File: config.mk
export PLATFORM = sky130hd
export DESIGN_NAME = xbm_bitmap_blit_rotate
export DESIGN_NICKNAME = d
export VERILOG_FILES = /design/src/hdl/xbm_pkg.sv /design/src/hdl/xbm_pix_ser.sv /design/src/hdl/xbm_bitmap_blit_rotate.sv
export SDC_FILE = /design/constraint.sdc
export NUM_CORES = 1
export LEC_CHECK = 0
export BUFFER_PORTS_ARGS = -buffer_cell sky130_fd_sc_hd__buf_2
export CAP_MARGIN = 20
export CORE_ASPECT_RATIO = 1.75
export CORE_MARGIN = 5
export CORE_UTILIZATION = 25
export CTS_CLUSTER_DIAMETER = 100
export DETAILED_ROUTE_END_ITERATION = 10
export SLEW_MARGIN = 30
export SYNTH_ARGS = -nofsm -noshare
export SYNTH_HDL_FRONTEND = slang
export SYNTH_SLANG_ARGS = --single-unit
File: constraint.sdc
create_clock -name clk_i -period 7.5 [get_ports clk_i]
set_clock_uncertainty 0.1 [all_clocks]
set_input_delay 0.75 -clock clk_i [delete_from_list [all_inputs] [get_ports clk_i]]
set_output_delay 0.75 -clock clk_i [all_outputs]
set_load 0.02 [all_outputs]
File: src/hdl/xbm_pkg.sv
// ----------------------------------------------------------------------------
// xbm_pkg
// Shared types and constants for the bitmap blit block: register indexes,
// colour codes, default widths and the per-byte job record.
// ----------------------------------------------------------------------------
`default_nettype none

package xbm_pkg;

  // Default coordinate width and configuration port geometry.
  localparam int unsigned CoordBitsDefault = 16;
  localparam int unsigned CfgDataW         = 16;
  localparam int unsigned CfgIdxW          = 3;

  // Configuration register indexes.
  localparam logic [CfgIdxW-1:0] RegOriginX   = 3'd0;
  localparam logic [CfgIdxW-1:0] RegOriginY   = 3'd1;
  localparam logic [CfgIdxW-1:0] RegWidth     = 3'd2;
  localparam logic [CfgIdxW-1:0] RegHeight    = 3'd3;
  localparam logic [CfgIdxW-1:0] RegMode      = 3'd4;
  localparam logic [CfgIdxW-1:0] RegTransp    = 3'd5;
  localparam logic [CfgIdxW-1:0] RegDrawColor = 3'd6;

  // Pixel colour codes.
  localparam logic [1:0] ColorClear = 2'd0;
  localparam logic [1:0] ColorSet   = 2'd1;
  localparam logic [1:0] ColorXor   = 2'd2;

  // Orientation mode codes.
  localparam logic [1:0] ModeNone     = 2'd0;
  localparam logic [1:0] ModeRotate   = 2'd1;
  localparam logic [1:0] ModeMirror   = 2'd2;
  localparam logic [1:0] ModeMirRot   = 2'd3;

  // One accepted byte, ready for expansion into pixel writes.
  typedef struct packed {
    logic [7:0] emit_mask;  // pixels of this byte that produce a write
    logic [7:0] bits;       // source bits, select between the two colours
    logic [1:0] color;      // colour for set bits
    logic [1:0] ncolor;     // colour for clear bits
    logic       rotate;     // pixels advance along y instead of x
    logic       done;       // this byte completes the bitmap
  } job_t;

endpackage : xbm_pkg

`default_nettype wire

File: src/hdl/xbm_pix_ser.sv
// ----------------------------------------------------------------------------
// xbm_pix_ser
// Pixel serializer: holds one byte job and walks its emitting pixels into an
// output register, one pixel write per cycle unless pixel_ready_i stalls it.
// ----------------------------------------------------------------------------
`default_nettype none

module xbm_pix_ser #(
  parameter int unsigned COORD_BITS = xbm_pkg::CoordBitsDefault
) (
  input  wire logic                  clk_i,
  input  wire logic                  rst_ni,
  // Job input.
  input  wire logic                  job_valid_i,
  output logic                       job_ready_o,
  input  wire xbm_pkg::job_t         job_i,
  input  wire logic [COORD_BITS-1:0] job_x_i,
  input  wire logic [COORD_BITS-1:0] job_y_i,
  // Pixel output.
  output logic                       pixel_valid_o,
  input  wire logic                  pixel_ready_i,
  output logic [COORD_BITS-1:0]      pixel_x_o,
  output logic [COORD_BITS-1:0]      pixel_y_o,
  output logic [1:0]                 pixel_color_o,
  output logic                       run_last_o,
  output logic                       blit_done_o
);
  import xbm_pkg::*;

  job_t                  job_q;
  logic                  job_v_q;
  logic [COORD_BITS-1:0] base_x_q, base_y_q;

  logic                  out_v_q;
  logic [COORD_BITS-1:0] px_q, py_q;
  logic [1:0]            pc_q;
  logic                  last_q, done_q;

  logic                  out_load;
  logic [2:0]            sel;
  logic [7:0]            rest_mask;
  logic                  job_last;
  logic [COORD_BITS-1:0] nx, ny;

  // The output register can take a pixel when empty or being drained.
  assign out_load = !out_v_q || pixel_ready_i;

  // Lowest pending pixel of the job.
  always_comb begin
    sel = 3'd0;
    for (int i = 7; i >= 0; i--) begin
      if (job_q.emit_mask[i]) begin
        sel = 3'(i);
      end
    end
  end

  assign rest_mask = job_q.emit_mask & (job_q.emit_mask - 8'd1);
  assign job_last  = (rest_mask == 8'd0);

  // Pixel coordinate: step along the advance axis by the pixel position.
  always_comb begin
    nx = base_x_q;
    ny = base_y_q;
    if (job_q.rotate) begin
      ny = base_y_q + COORD_BITS'(sel);
    end else begin
      nx = base_x_q + COORD_BITS'(sel);
    end
  end

  // A new job enters when the slot is empty or its last pixel leaves now.
  assign job_ready_o = !job_v_q || (out_load && job_last);

  // Job slot.
  always_ff @(posedge clk_i or negedge rst_ni) begin
    if (!rst_ni) begin
      job_v_q <= 1'b0;
    end else if (job_valid_i && job_ready_o) begin
      job_v_q <= 1'b1;
    end else if (job_v_q && out_load && job_last) begin
      job_v_q <= 1'b0;
    end
  end

  always_ff @(posedge clk_i) begin
    if (job_valid_i && job_ready_o) begin
      job_q    <= job_i;
      base_x_q <= job_x_i;
      base_y_q <= job_y_i;
    end else if (job_v_q && out_load) begin
      job_q.emit_mask <= rest_mask;
    end
  end

  // Output register.
  always_ff @(posedge clk_i or negedge rst_ni) begin
    if (!rst_ni) begin
      out_v_q <= 1'b0;
    end else if (out_load) begin
      out_v_q <= job_v_q;
    end
  end

  always_ff @(posedge clk_i) begin
    if (out_load && job_v_q) begin
      px_q   <= nx;
      py_q   <= ny;
      pc_q   <= job_q.bits[sel] ? job_q.color : job_q.ncolor;
      last_q <= job_last;
      done_q <= job_last && job_q.done;
    end
  end

  assign pixel_valid_o = out_v_q;
  assign pixel_x_o     = px_q;
  assign pixel_y_o     = py_q;
  assign pixel_color_o = pc_q;
  assign run_last_o    = last_q;
  assign blit_done_o   = done_q;

endmodule : xbm_pix_ser

`default_nettype wire

File: src/hdl/xbm_bitmap_blit_rotate.sv
// Each accepted byte is held in the serializer's job slot, and its pixel writes
// leave through the serializer's output register, lowest pixel first.
// Throughput: one pixel write per cycle while pixel_ready_i is high, set by the
// single output register of the serializer; a byte emits 0 to 8 pixels.
// Bytes that emit nothing bypass the job slot. Reset clears the configuration to
// its defaults (draw colour set) and ends any blit in progress.
// ----------------------------------------------------------------------------
// xbm_bitmap_blit_rotate
// Expands 1-bit-per-pixel bitmap bytes into pixel writes with one of four
// orientations; row and cursor tracking is updated as each byte is accepted.
// ----------------------------------------------------------------------------
`default_nettype none

module xbm_bitmap_blit_rotate #(
  parameter int unsigned COORD_BITS = xbm_pkg::CoordBitsDefault
) (
  input  wire logic                          clk_i,
  input  wire logic                          rst_ni,
  // Configuration write port.
  input  wire logic                          cfg_we_i,
  input  wire logic [xbm_pkg::CfgIdxW-1:0]   cfg_idx_i,
  input  wire logic [xbm_pkg::CfgDataW-1:0]  cfg_wdata_i,
  // Bitmap byte input.
  input  wire logic                          data_valid_i,
  output logic                               data_ready_o,
  input  wire logic [7:0]                    data_byte_i,
  // Pixel write output.
  output logic                               pixel_valid_o,
  input  wire logic                          pixel_ready_i,
  output logic [COORD_BITS-1:0]              pixel_x_o,
  output logic [COORD_BITS-1:0]              pixel_y_o,
  output logic [1:0]                         pixel_color_o,
  output logic                               run_last_o,
  output logic                               blit_done_o
);
  import xbm_pkg::*;

  // Configuration registers.
  logic [COORD_BITS-1:0] origin_x_q, origin_y_q;
  logic [7:0]            width_q, height_q;
  logic [1:0]            mode_q, draw_color_q;
  logic                  transp_q;

  // Blit tracking state.
  logic                  active_q;
  logic [7:0]            col_q, rows_q;
  logic [COORD_BITS-1:0] rsx_q, rsy_q, cx_q, cy_q;

  logic                  rotate, accept, blit_ok;
  logic [COORD_BITS-1:0] start_x, start_y;
  logic [COORD_BITS-1:0] eff_rsx, eff_rsy, eff_cx, eff_cy;
  logic [7:0]            eff_col, eff_rows, rem, sum_col, rows_dec;
  logic [3:0]            npix;
  logic [7:0]            pix_mask, emit_mask;
  logic                  row_end;
  logic [COORD_BITS-1:0] step_rsx, step_rsy, adv_cx, adv_cy;
  logic [1:0]            color, ncolor;
  job_t                  job;
  logic                  job_valid, job_ready;

  assign rotate  = mode_q[0];
  assign blit_ok = (width_q != 8'd0) && (height_q != 8'd0);
  assign accept  = data_valid_i && data_ready_o;

  // Row start of a fresh blit, including the orientation offset.
  always_comb begin
    start_x = origin_x_q;
    start_y = origin_y_q;
    if (mode_q == ModeRotate) begin
      start_x = origin_x_q + COORD_BITS'(width_q) + COORD_BITS'(1);
    end else if (mode_q == ModeMirror) begin
      start_y = origin_y_q + COORD_BITS'(height_q) - COORD_BITS'(1);
    end
  end

  // State seen by this byte: a fresh blit when none is active.
  assign eff_rsx  = active_q ? rsx_q  : start_x;
  assign eff_rsy  = active_q ? rsy_q  : start_y;
  assign eff_cx   = active_q ? cx_q   : start_x;
  assign eff_cy   = active_q ? cy_q   : start_y;
  assign eff_col  = active_q ? col_q  : 8'd0;
  assign eff_rows = active_q ? rows_q : height_q;

  // Pixels covered by this byte, padding bits dropped.
  assign rem  = width_q - eff_col;
  assign npix = (rem > 8'd8) ? 4'd8 : rem[3:0];

  always_comb begin
    for (int i = 0; i < 8; i++) begin
      pix_mask[i] = (4'(i) < npix);
    end
  end

  assign emit_mask = pix_mask & (transp_q ? data_byte_i : 8'hFF);
  assign sum_col   = eff_col + {4'd0, npix};
  assign row_end   = (sum_col == width_q);
  assign rows_dec  = eff_rows - 8'd1;

  // Cursor advance within a row and row start step at a row end.
  always_comb begin
    adv_cx   = eff_cx;
    adv_cy   = eff_cy;
    step_rsx = eff_rsx;
    step_rsy = eff_rsy;
    if (rotate) begin
      adv_cy = eff_cy + COORD_BITS'(npix);
    end else begin
      adv_cx = eff_cx + COORD_BITS'(npix);
    end
    unique case (mode_q)
      ModeNone:   step_rsy = eff_rsy + COORD_BITS'(1);
      ModeRotate: step_rsx = eff_rsx - COORD_BITS'(1);
      ModeMirror: step_rsy = eff_rsy - COORD_BITS'(1);
      ModeMirRot: step_rsx = eff_rsx + COORD_BITS'(1);
      default:    step_rsy = eff_rsy;
    endcase
  end

  // Colours: code three behaves as xor; clear bits take set for a clear draw colour, else clear.
  assign color  = (draw_color_q > ColorXor) ? ColorXor : draw_color_q;
  assign ncolor = (color == ColorClear) ? ColorSet : ColorClear;

  assign job.emit_mask = emit_mask;
  assign job.bits      = data_byte_i;
  assign job.color     = color;
  assign job.ncolor    = ncolor;
  assign job.rotate    = rotate;
  assign job.done      = row_end && (rows_dec == 8'd0);

  assign job_valid    = data_valid_i && blit_ok && (emit_mask != 8'd0);
  assign data_ready_o = job_ready;

  // Configuration registers.
  always_ff @(posedge clk_i or negedge rst_ni) begin
    if (!rst_ni) begin
      origin_x_q   <= '0;
      origin_y_q   <= '0;
      width_q      <= 8'd0;
      height_q     <= 8'd0;
      mode_q       <= ModeNone;
      transp_q     <= 1'b0;
      draw_color_q <= ColorSet;
    end else if (cfg_we_i) begin
      unique case (cfg_idx_i)
        RegOriginX:   origin_x_q   <= cfg_wdata_i[COORD_BITS-1:0];
        RegOriginY:   origin_y_q   <= cfg_wdata_i[COORD_BITS-1:0];
        RegWidth:     width_q      <= cfg_wdata_i[7:0];
        RegHeight:    height_q     <= cfg_wdata_i[7:0];
        RegMode:      mode_q       <= cfg_wdata_i[1:0];
        RegTransp:    transp_q     <= cfg_wdata_i[0];
        RegDrawColor: draw_color_q <= cfg_wdata_i[1:0];
        default:      ;
      endcase
    end
  end

  // Blit tracking: updated once per accepted byte of a nonzero-size bitmap; a write to registers 0 to 6 aborts.
  always_ff @(posedge clk_i or negedge rst_ni) begin
    if (!rst_ni) begin
      active_q <= 1'b0;
      col_q    <= 8'd0;
      rows_q   <= 8'd0;
      rsx_q    <= '0;
      rsy_q    <= '0;
      cx_q     <= '0;
      cy_q     <= '0;
    end else if (cfg_we_i) begin
      if (cfg_idx_i <= RegDrawColor) begin
        active_q <= 1'b0;
      end
    end else if (accept && blit_ok) begin
      if (row_end) begin
        rsx_q    <= step_rsx;
        rsy_q    <= step_rsy;
        cx_q     <= step_rsx;
        cy_q     <= step_rsy;
        col_q    <= 8'd0;
        rows_q   <= rows_dec;
        active_q <= (rows_dec != 8'd0);
      end else begin
        rsx_q    <= eff_rsx;
        rsy_q    <= eff_rsy;
        cx_q     <= adv_cx;
        cy_q     <= adv_cy;
        col_q    <= sum_col;
        rows_q   <= eff_rows;
        active_q <= 1'b1;
      end
    end
  end

  xbm_pix_ser #(
    .COORD_BITS (COORD_BITS)
  ) u_pix_ser (
    .clk_i         (clk_i),
    .rst_ni        (rst_ni),
    .job_valid_i   (job_valid),
    .job_ready_o   (job_ready),
    .job_i         (job),
    .job_x_i       (eff_cx),
    .job_y_i       (eff_cy),
    .pixel_valid_o (pixel_valid_o),
    .pixel_ready_i (pixel_ready_i),
    .pixel_x_o     (pixel_x_o),
    .pixel_y_o     (pixel_y_o),
    .pixel_color_o (pixel_color_o),
    .run_last_o    (run_last_o),
    .blit_done_o   (blit_done_o)
  );

  // The end of a bitmap always closes a byte's run of pixels.
  assert property (@(posedge clk_i) disable iff (!rst_ni)
    pixel_valid_o && blit_done_o |-> run_last_o)
    else $error("blit_done without run_last");

  // An active blit always has rows left to draw.
  assert property (@(posedge clk_i) disable iff (!rst_ni)
    active_q |-> rows_q != 8'd0)
    else $error("active blit with no rows left");

  // A one-row bitmap no wider than a byte finishes with its first byte.
  assert property (@(posedge clk_i) disable iff (!rst_ni)
    accept && !active_q && !cfg_we_i && height_q == 8'd1 && width_q != 8'd0
      && width_q <= 8'd8 |=> !active_q)
    else $error("single-byte bitmap left the blit active");

endmodule : xbm_bitmap_blit_rotate

`default_nettype wire
* Yosys cells after proc, flatten, opt, wreduce, memory -nomap -nowiden
Cells that the tools add are included.
** Word-level totals
- Register bits :: 226
- Latch bits :: 0
- Bits in writable memories :: 0
- Memory bits (read-only) :: 0
- Bits of input ports :: 32
- Output and inout port bits :: 38
- Logic and storage cells :: 151
- Memories kept :: 0
** Operators by class
- Add/sub/neg operators :: 16
- $mul :: 0
- Div/mod/pow operators :: 0
- Magnitude comparators :: 12
- Equal/unequal tests :: 11
- Shift operators :: 0
- Multiplexer cells :: 44
- Bitwise operators :: 3
- Reductions and logical operators :: 36
** Operators with widths (number)
- $mux W16 :: 15
- $pmux W16 S2 :: 2
- $mux W8 :: 7
- $add A16 B1 Y16 const B :: 3
- $sub A16 B1 Y16 const B :: 3
- $add A16 B3 Y16 :: 2
- $add A16 B4 Y16 :: 2
- $add A16 B8 Y16 :: 2
- $reduce_bool A8 Y1 :: 4
- $mux W3 :: 8
- $reduce_and A2 Y1 :: 9
- $and A8 B8 Y8 :: 2
- $logic_not A8 Y1 :: 2
- $lt A3 B4 Y1 const A :: 4
- $sub A8 B1 Y8 const B :: 2
- $logic_and A1 B1 Y1 :: 11
- $eq A3 B3 Y1 const B :: 3
- $add A8 B4 Y8 :: 1
- $eq A8 B8 Y1 :: 1
- $gt A8 B4 Y1 const B :: 1
- $lt A1 B4 Y1 const A :: 2
- $lt A2 B4 Y1 const A :: 2
- $mux W1 :: 8
- $sub A8 B8 Y8 :: 1
- other kinds (17) :: 25

* Depth between registers and ports, before layout
Gate-level depths: netlist of run 1.
- Depth in word-level cells :: 11
- Gate-level depth with buffers :: 29
- Depth with buffers taken out :: 24

* Cells and area by module
A second synthesis of run 1 with hierarchy kept.
** Second synthesis, totals
- Cell total of the unflattened synthesis :: 1716
- Area, all modules :: 15902.8 µm²
** Modules (own cells, without submodules)
- xbm_bitmap_blit_rotate :: times used 1, cells each 1456, area each 11950.2 µm²
- xbm_pix_ser :: times used 1, cells each 260, area each 3952.5 µm²

* Least setup slack after synthesis of run 1
No wires, ideal clock.
- Kind :: register -> register
- Start point :: register active_q
- End point :: register rows_q[2]
- Setup time :: 0.094 ns
- Data arrival time :: 6.427 ns
- Setup slack :: 0.879 ns
- Cell stages (with the launch flop) :: 28
- Clock period less this slack :: 6.621 ns
- Path through :: dfrtp_1 -> buf_2 -> buf_1 -> clkbuf_1 -> buf_2 -> buf_1 -> buf_1 -> clkbuf_1 -> nand2_1 -> fa_1 -> a21o_1 -> a21oi_1 -> mux2i_1 -> and3_1 -> buf_4 -> nand2_1 -> nor2_1 -> ha_1 -> a21oi_1 -> nor2_1 -> nor2_1 -> a31oi_1 -> a2111oi_0 -> and2_1 -> buf_2 -> o211ai_2 -> xnor2_1 -> a221oi_2
** Between the ends
- Cells in the longest elaborated chain, start to end :: 7
- Elaborated cells between the ends (all ways) :: 9
- Classes of those cells :: add/sub (3); order compare (1); eq/ne (1); mux (4)
** Ends and longest elaborated chain
- start: declaration :: line xbm_bitmap_blit_rotate.sv:45 : logic active_q;
- start signal: assignment :: line xbm_bitmap_blit_rotate.sv:179 : active_q <= (rows_dec != 8'd0);
- $mux W8 :: line xbm_bitmap_blit_rotate.sv:81 : assign eff_col = active_q ? col_q : 8'd0;
- $sub A8 B8 Y8 :: line xbm_bitmap_blit_rotate.sv:85 : assign rem = width_q - eff_col;
- $gt A8 B4 Y1 :: line xbm_bitmap_blit_rotate.sv:86 : assign npix = (rem > 8'd8) ? 4'd8 : rem[3:0];
- $mux W4 :: line xbm_bitmap_blit_rotate.sv:86
- $add A8 B4 Y8 :: line xbm_bitmap_blit_rotate.sv:95 : assign sum_col = eff_col + {4'd0, npix};
- $eq A8 B8 Y1 :: line xbm_bitmap_blit_rotate.sv:96 : assign row_end = (sum_col == width_q);
- $mux W8 * :: line xbm_bitmap_blit_rotate.sv:172 : if (row_end) begin
- end signal: assignment :: line xbm_bitmap_blit_rotate.sv:178 : rows_q <= rows_dec;
- end signal: assignment :: line xbm_bitmap_blit_rotate.sv:186 : rows_q <= eff_rows;
- end: declaration :: line xbm_bitmap_blit_rotate.sv:46 : logic [7:0] col_q, rows_q;
Every way passes the cells marked *; elsewhere a longest branch is shown, timed or not.
A chain may end at the register's enable or synchronous reset.

* Worst setup path in the final report of run 1
- Start point :: register active_q
- End point :: register cy_q[12]
** Between the ends
- Cells in the longest elaborated chain, start to end :: 7
- Elaborated cells between the ends (all ways) :: 14
- Classes of those cells :: add/sub (5); order compare (1); eq/ne (1); mux (7)
** Ends and longest elaborated chain
- $mux W8 :: line xbm_bitmap_blit_rotate.sv:81
- $sub A8 B8 Y8 :: line xbm_bitmap_blit_rotate.sv:85
- $gt A8 B4 Y1 :: line xbm_bitmap_blit_rotate.sv:86
- $mux W4 :: line xbm_bitmap_blit_rotate.sv:86
- $add A16 B4 Y16 or $add A8 B4 Y8 (tied branches) :: line xbm_bitmap_blit_rotate.sv:106, xbm_bitmap_blit_rotate.sv:95
- $mux W16 or $eq A8 B8 Y1 (tied branches) :: line xbm_bitmap_blit_rotate.sv:105, xbm_bitmap_blit_rotate.sv:96
- $mux W16 * :: line xbm_bitmap_blit_rotate.sv:172
- end signal: assignment :: line xbm_bitmap_blit_rotate.sv:176 : cy_q <= step_rsy;
- end signal: assignment :: line xbm_bitmap_blit_rotate.sv:184 : cy_q <= adv_cy;
- end: declaration :: line xbm_bitmap_blit_rotate.sv:47 : logic [COORD_BITS-1:0] rsx_q, rsy_q, cx_q, cy_q;
Marked as above.

==> metrics.csv, run 1 <==
stage,metric,value,unit
global_routing,grt_pass1_wl,73.7,mm
pwr,vdd_ir_drop_max,190,µV
pwr,power.density_cell_area,382,nW/µm²
detailed_routing,drc,0,
placed_design,port_buffers,69,
setup_path,timing.rr.start,active_q,
synthesis,share_of_the_yosys_chip_area_belonging_to_registers,0.386,
pwr,power.switching_fraction,0.442,
detailed_routing,dr.pass1.iters,7,
pwr,power.net_switching,2.99,mW
timing,max_freq,0.158,GHz
synthesis,ys_dominant_reg_cell,sky130_fd_sc_hd__dfrtp_1,
timing,finalSetupViolCount,0,
pwr,p_leak,7.24,nW
clock_tree,insertion_delay,550,ps
final_layout,layout.area.seq,6080,µm²
global_routing,grt_start_max_net_pins,77,
final_layout,area.growth.synth_to_final,12.7,%
synthesis,synth_area_per_cell,9.07,µm²
final_layout,final.fill_count,6607,
final_layout,fraction_of_layout_cells_with_a_size_suffix_above_1,0.117,
synthesis,number_of_flops_mapped_to_enable_cells_by_yosys,89,
synthesis,syn_nets,1864,
timing,finalWorstPathRequiredPeriod,6320,ps
synthesis,syn_inst,1738,
pwr,internal_power,3.78,mW
global_routing,number_of_antenna_violations_at_the_first_check_in_global_routing,4,
clock_tree,cts.repair.resized,0,
setup_path,worst_setup_path_end_kind,flip-flop,
synthesis,syn-cell-area,15800,µm²
final_layout,design.final.nets,1899,
synthesis,yosysUniqueCellTypes,89,
setup_path,setup.worst_path.start_class,flip-flop,
global_routing,first_global_vias,13315,
placed_design,hpwlAfterDp,36.1,mm
setup_path,timing.critical_path.fanout_max,54,
clock_tree,clkSlewWorstSetupHoldPaths,70,ps
synthesis,yosys_warnings,0,
floorplan,fp.dieW,200,µm
detailed_routing,drt_first_iter_violations,823,
floorplan,die_y,342,µm
setup_path,worst_r2r_path_depth,21,
floorplan,core-area,62400,µm²
timing,hold_viol,0,
outcome,status,"complete, no violations",
timing,setup_total_negative_slack,0,ps
detailed_routing,totalWireLength,47.6,mm
pwr,clock_power_share,0.176,
global_routing,gr-total-overflow,0,
floorplan,initial_utilization,0.253,
final_layout,multi_input_comb_area,8840,µm²
detailed_routing,routed_via_density,5.08,
detailed_routing,wire_per_inst,18.4,µm
timing,finalCritPeriodShare,0.843,
synthesis,postSynthRegisterBits,225,
clock_tree,cts.path.max_buffers,3,
timing,max_slew.worst_pin.slew,965,ps
timing,slew_headroom,0.340,
floorplan,fp-row-count,121,
setup_path,critical_path_data_arrival_time,6680,ps
floorplan,top_level_ports,70,
pwr,p_comb_frac,0.526,
final_layout,post-route-util,0.285,
flow_run,count_of_max_cap_constraint_violations,0,
setup_path,required_time_of_the_worst_setup_path,7860,ps
setup_path,endpoint_of_the_worst_register_to_register_path,cy_q[12],
synthesis,async_reset_ff_frac,0.604,
detailed_routing,detail-route-antenna-nets,0,
timing,drv_slew,0,
setup_path,worst-setup-path-type,reg -> reg,
clock_tree,tritoncts,done,
detailed_routing,count_of_vias_placed_by_the_detailed_router,13163,
timing,grt_setup_unrepaired,no,
clock_tree,h-tree-depth,1,
clock_tree,postCtsSetupRepairBufs,0,
clock_tree,cts.sinks,225,
pwr,power.sequential.fraction,0.298,
worst_hold_path,hold_path.class,in -> async,
placed_design,gp_routability_congestion,0.874,
setup_path,rrSetupSlack,1180,ps
clock_tree,clockRootBuffer,sky130_fd_sc_hd__clkbuf_16,
clock_tree,cts_hold_buffers,0,
clock_tree,cts_buffers,23,
floorplan,die_area,68300,µm²
global_routing,total_track_usage,0.135,
pwr,power.total,6.78,mW
-- sequential cells by signal, indices dropped and copies added, names as in the netlist, 16 cells and up --
| signal | cells |
|---|---|
| rsy_q | 16 |
| u_pix_ser.base_x_q | 16 |
| u_pix_ser.pixel_x_o | 16 |
| cy_q | 16 |
| origin_x_q | 16 |
| u_pix_ser.job_q | 21 |
| cx_q | 16 |
| origin_y_q | 16 |
| u_pix_ser.pixel_y_o | 16 |
| u_pix_ser.base_y_q | 16 |
| rsx_q | 16 |
-- placed cells by master, fill, tap and decap left out, drive strengths merged, types with 7 or more instances in the layout --
cell type / instances
nor2: 168
nand2: 166
dfrtp: 135
inv: 135
o21ai: 105
buf: 94
edfxtp: 89
a21oi: 89
ha: 84
xnor2: 73
o31ai: 50
mux2: 44
a211oi: 42
nor3: 40
nand3: 38
xor2: 35
o211ai: 35
clkbuf: 29
a21o: 27
nand2b: 21
o21a: 21
nand4: 21
mux2i: 21
and2: 16
nor2b: 15
a31oi: 14
o22ai: 12
and3: 12
o21bai: 10
fa: 10
or3: 10
and4: 9
a211o: 9
nor3b: 9
nand3b: 7
-- critical path, stage by stage, from the launching register on --
cell and delay (ps):
sky130_fd_sc_hd__dfrtp_4 440, sky130_fd_sc_hd__buf_4 520, sky130_fd_sc_hd__nand2_1 190, sky130_fd_sc_hd__ha_1 410, sky130_fd_sc_hd__o21ai_0 120, sky130_fd_sc_hd__a311oi_2 300, sky130_fd_sc_hd__and3_1 350, sky130_fd_sc_hd__nand2_1 330
sky130_fd_sc_hd__nor2_1 300, sky130_fd_sc_hd__ha_1 220, sky130_fd_sc_hd__inv_1 60, sky130_fd_sc_hd__fa_1 390, sky130_fd_sc_hd__nor2b_1 170, sky130_fd_sc_hd__o21a_1 120, sky130_fd_sc_hd__o21ai_0 250, sky130_fd_sc_hd__nor3_1 440
sky130_fd_sc_hd__nand4_1 260, sky130_fd_sc_hd__nor3b_1 670, sky130_fd_sc_hd__nand2_1 150, sky130_fd_sc_hd__xnor2_1 180, sky130_fd_sc_hd__nor2_1 60, sky130_fd_sc_hd__o31ai_1 200
-- layer usage --
layer / up-vias / wire length [µm] / track usage
met5: - / 40 / 0
met4: 6 / 2710 / 0.0702
met3: 128 / 1680 / 0.0152
met2: 313 / 25600 / 0.260
met1: 6396 / 17600 / 0.142
li1: 6320 / - / -
-- cell type report --
class                   instances  area share
clock inverters                13     0.00796
multi-input cells            1297       0.498
diodes                          1    0.000141
repair buffers                 94      0.0329
inverters                     132      0.0280
well taps                     799      0.0563
flip-flops and latches        225       0.343
clock buffers                  29      0.0342
-- how the worst max path moves through the flow --
stage | from | to | slack, ps | depth (start not counted)
detailed placement | active_q | cy_q[12] | 1170 | 21
CTS | active_q | cy_q[12] | 1170 | 21
floorplan | active_q | rows_q[2] | 880 | 27
global route | active_q | cy_q[12] | 720 | 21
finish | active_q | cy_q[12] | 1180 | 21
global placement | active_q | cy_q[14] | 1370 | 21
-- cells by family after synthesis --
kind of cell	Yosys count	share of synthesized area
and+or+nand+nor	554	0.168
AOI/OAI and AO/OA	472	0.202
DFF	225	0.386
buffers and inverters	216	0.0545
xor gates and xnor gates	109	0.0615
adders and majority gates	95	0.0800
muxes	67	0.0484
-- synthesized netlist by cell type, types with 7 or more instances --
| master | count | area, µm² |
|---|---|---|
| sky130_fd_sc_hd__and2_1 | 15 | 93.8 |
| sky130_fd_sc_hd__nand3b_1 | 7 | 52.6 |
| sky130_fd_sc_hd__buf_1 | 11 | 41.3 |
| sky130_fd_sc_hd__nand2_1 | 166 | 623 |
| sky130_fd_sc_hd__ha_1 | 84 | 1050 |
| sky130_fd_sc_hd__mux2i_1 | 20 | 200 |
| sky130_fd_sc_hd__a21o_1 | 27 | 203 |
| sky130_fd_sc_hd__inv_1 | 132 | 495 |
| sky130_fd_sc_hd__dfrtp_1 | 135 | 3380 |
| sky130_fd_sc_hd__and4_1 | 9 | 78.8 |
| sky130_fd_sc_hd__mux2_2 | 44 | 495 |
| sky130_fd_sc_hd__xnor2_1 | 73 | 639 |
| sky130_fd_sc_hd__a211oi_1 | 42 | 315 |
| sky130_fd_sc_hd__a21oi_1 | 87 | 435 |
| sky130_fd_sc_hd__nand2b_1 | 21 | 131 |
| sky130_fd_sc_hd__nor2_1 | 168 | 631 |
| sky130_fd_sc_hd__o21ai_0 | 100 | 500 |
| sky130_fd_sc_hd__nand4_1 | 21 | 131 |
| sky130_fd_sc_hd__clkbuf_1 | 56 | 210 |
| sky130_fd_sc_hd__o211ai_1 | 33 | 248 |
| sky130_fd_sc_hd__and3_1 | 12 | 75.1 |
| sky130_fd_sc_hd__o21bai_1 | 10 | 75.1 |
| sky130_fd_sc_hd__a211o_1 | 9 | 78.8 |
| sky130_fd_sc_hd__nor2b_1 | 15 | 93.8 |
| sky130_fd_sc_hd__o31ai_1 | 50 | 375 |
| sky130_fd_sc_hd__o21a_1 | 21 | 158 |
| sky130_fd_sc_hd__xor2_1 | 35 | 307 |
| sky130_fd_sc_hd__nor3b_1 | 9 | 67.6 |
| sky130_fd_sc_hd__nor3_1 | 39 | 195 |
| sky130_fd_sc_hd__nand3_1 | 36 | 180 |
| sky130_fd_sc_hd__fa_1 | 10 | 200 |
| sky130_fd_sc_hd__o22ai_1 | 12 | 75.1 |
| sky130_fd_sc_hd__or3_1 | 9 | 56.3 |
| sky130_fd_sc_hd__buf_2 | 8 | 40.0 |
| sky130_fd_sc_hd__buf_4 | 8 | 60.1 |
| sky130_fd_sc_hd__a31oi_1 | 14 | 87.6 |
| sky130_fd_sc_hd__edfxtp_1 | 89 | 2670 |
-- metrics by stage --
step,area (µm²),worst slack [ps],hold WS [ps],instances
finish,17800,1180,165,2590
global placement,17000,1370,354,2546
CTS,17700,1170,183,2588
floorplan,15800,879,340,1738
global route,17800,720,217,2589
detailed placement,17000,1170,372,2546
-- power by group through the flow --
stage | combinational, mW | sequential, mW | clock (mW)
floorplan | 2.62 | 2.01 | 0
global placement | 3.46 | 2.03 | 0
detailed placement | 3.54 | 2.04 | 0
CTS | 3.56 | 2.02 | 1.23
global route | 3.96 | 2.07 | 1.26
finish | 3.56 | 2.02 | 1.19
Power figures use the tool's default switching activity.
==> run 2, diff against run 1 <==
==> constraint.sdc (replaced) <==
create_clock -name clk_i -period 6.47 [get_ports clk_i]
set_clock_uncertainty 0.1 [all_clocks]
set_input_delay 0.647 -clock clk_i [delete_from_list [all_inputs] [get_ports clk_i]]
set_output_delay 0.647 -clock clk_i [all_outputs]
set_load 0.02 [all_outputs]
==> run 2 against run 1 <==
  * Register-to-register slack lost 720 ps
  * Combinational power grew 17%
  * Design area grew 0.15%
  * Utilization is essentially flat
  * Routed wire length shrank 0.83%
  * Power grew 16%
  * Via count grew 1.3%
  * Die area is the same
  * Highest routed layer unchanged
  * Final cell count grew 0.23%
  * Worst hold slack lost 96 ps
  * Global-route usage grew 0.18 points
==> metrics.csv, run 2 (synthesis results as in run 1) <==
stage,metric,value,unit
outcome,status,"complete, no violations",
final_layout,design.final.nets,1903,
detailed_routing,wire_per_inst,18.2,µm
final_layout,largest_reg_flops,21,
timing,final.hold.worst_slack,69.8,ps
timing,hold_viol,0,
setup_path,worst-setup-path-type,reg -> reg,
global_routing,first_global_vias,13879,
clock_tree,cts_buffers,22,
placed_design,hpwlAfterDp,35.9,mm
floorplan,top_level_ports,70,
final_layout,most-common-layout-cells,"sky130_fd_sc_hd__nor2_1 (168), sky130_fd_sc_hd__nand2_1 (166), sky130_fd_sc_hd__dfrtp_1 (133), sky130_fd_sc_hd__inv_1 (131), sky130_fd_sc_hd__o21ai_0 (100)",
final_layout,area.growth.synth_to_final,12.8,%
timing,postLayoutSetupSlackWorst,458,ps
flow_run,count_of_max_cap_constraint_violations,0,
clock_tree,insertion_delay,550,ps
timing,max_slew.worst_pin.slew,1010,ps
floorplan,fp-row-count,121,
pwr,power.total,7.86,mW
detailed_routing,totalWireLength,47.2,mm
final_layout,final.fill_count,6569,
timing,grt_setup_unrepaired,no,
floorplan,fp.dieW,200,µm
setup_path,timing.critical_path.mode_cell,sky130_fd_sc_hd__nor2_1,
timing,finalCritPeriodShare,0.929,
placed_design,port_buffers,69,
timing,max_freq,0.166,GHz
setup_path,crit_slowest_cell,sky130_fd_sc_hd__a2111oi_0,
clock_tree,clockRootBuffer,sky130_fd_sc_hd__clkbuf_16,
detailed_routing,routed_via_density,5.14,
detailed_routing,drt_first_iter_violations,1002,
timing,setup_total_negative_slack,0,ps
setup_path,required_time_of_the_worst_setup_path,6820,ps
timing,finalSetupViolCount,0,
final_layout,max_flop_register,u_pix_ser.job_q,
pwr,p_leak,7.25,nW
final_layout,layout.cells.most_common,sky130_fd_sc_hd__nor2_1,
global_routing,grt_pass1_wl,74.9,mm
clock_tree,cts.path.max_buffers,3,
clock_tree,tritoncts,done,
setup_path,rrSetupSlack,460,ps
clock_tree,cts_hold_buffers,0,
clock_tree,postCtsSetupRepairBufs,0,
floorplan,die_y,342,µm
clock_tree,cts.repair.resized,0,
final_layout,multi_input_comb_area,8850,µm²
setup_path,timing.rr.start,active_q,
pwr,power.density_cell_area,442,nW/µm²
final_layout,fraction_of_layout_cells_with_a_size_suffix_above_1,0.120,
global_routing,grt_start_max_net_pins,72,
timing,finalWorstPathRequiredPeriod,6010,ps
clock_tree,h-tree-depth,1,
pwr,vdd_ir_drop_max,201,µV
setup_path,critical_path_data_arrival_time,6360,ps
worst_hold_path,hold_path.class,in -> async,
detailed_routing,count_of_vias_placed_by_the_detailed_router,13339,
detailed_routing,detail-route-antenna-nets,0,
floorplan,core-area,62400,µm²
final_layout,layout.area.seq,6080,µm²
clock_tree,clkSlewWorstSetupHoldPaths,80,ps
setup_path,endpoint_of_the_worst_register_to_register_path,cx_q[13],
setup_path,timing.critical_path.fanout_max,32,
floorplan,initial_utilization,0.253,
placed_design,gp_routability_congestion,0.883,
setup_path,worst_path_largest_cell_delay,620,ps
setup_path,worst_r2r_path_depth,22,
floorplan,die_area,68300,µm²
detailed_routing,dr.pass1.iters,5,
placed_design,detailedPlace.worstSlack,474,ps
setup_path,setup.worst_path.start_class,flip-flop,
global_routing,number_of_antenna_violations_at_the_first_check_in_global_routing,8,
timing,slew_headroom,0.313,
global_routing,gr-total-overflow,0,
detailed_routing,drc,0,
clock_tree,cts.sinks,225,
setup_path,cell_chain_critical_path,"nand2_1, inv_1, ha_1, inv_1, fa_1, a21o_1, a21oi_1, mux2i_1, and3_1, nand2_1, nor2_1, ha_1, a21oi_1, nor2_1, nor2_1, a31oi_1, a2111oi_0, nand2_1, a21oi_4, buf_12, nor2_1, o31ai_1",
timing,drv_slew,0,
global_routing,total_track_usage,0.137,
setup_path,worst_setup_path_end_kind,flip-flop,
[run 2: cell count changes in the layout (fill, tap and decap cells not counted), sizes merged]
| cell | before | now |
|---|---|---|
| buf | 94 | 99 |
| clkbuf | 29 | 25 |
| clkinv | 6 | 9 |
| diode | 1 | 4 |
| inv | 135 | 132 |
| bufinv | 2 | 3 |
| clkinvlp | 2 | 3 |
[run 2: worst max path at each step]
stage / start / to / slack (ps)
floorplan: active_q / rows_q[2] / 80
global placement: active_q / rsy_q[8] / 620
detailed placement: active_q / cx_q[13] / 470
CTS: active_q / cx_q[13] / 540
global route: active_q / cx_q[11] / 100
finish: active_q / cx_q[13] / 460
[run 2: per-stage QoR]
step / std cells / utilization / instance area, µm²
global placement: 2552 / 0.273 / 17000
detailed placement: 2552 / 0.273 / 17000
CTS: 2592 / 0.285 / 17800
finish: 2596 / 0.285 / 17800
global route: 2592 / 0.285 / 17800
floorplan: 1738 / - / 15800
[run 2: area by class of cell]
cell class / count / area share
clock buffer: 25 / 0.0316
inverter: 132 / 0.0279
antenna: 4 / 0.000563
tap: 799 / 0.0562
clock inverter: 15 / 0.0102
multi-input combinational: 1297 / 0.497
sequential: 225 / 0.342
timing repair buffer: 99 / 0.0341
[run 2: power by group]
group          switching, mW  total (mW)  leakage [nW]  internal (mW)
Combinational           2.54        4.17          4.38           1.64
Sequential             0.317        2.33          2.52           2.02
Clock                  0.600        1.36         0.352          0.755
[run 2: routing by layer]
metal	global-route usage	up-vias	part of all wire
li1	-	6339	-
met1	0.140	6514	0.36
met2	0.265	350	0.54
met3	0.0173	130	0.044
met4	0.0734	6	0.058
met5	0	-	0.00059
[run 2: critical path: cells and delay by family (launching register included)]
kind	cells	cell delay, ps
AO/OA/AOI/OAI	7	2060
multiplexers	1	240
buffers and inverters	3	420
flip-flops	1	520
adder cells (fa/ha/maj)	3	930
AND/OR/NAND/NOR	8	1620
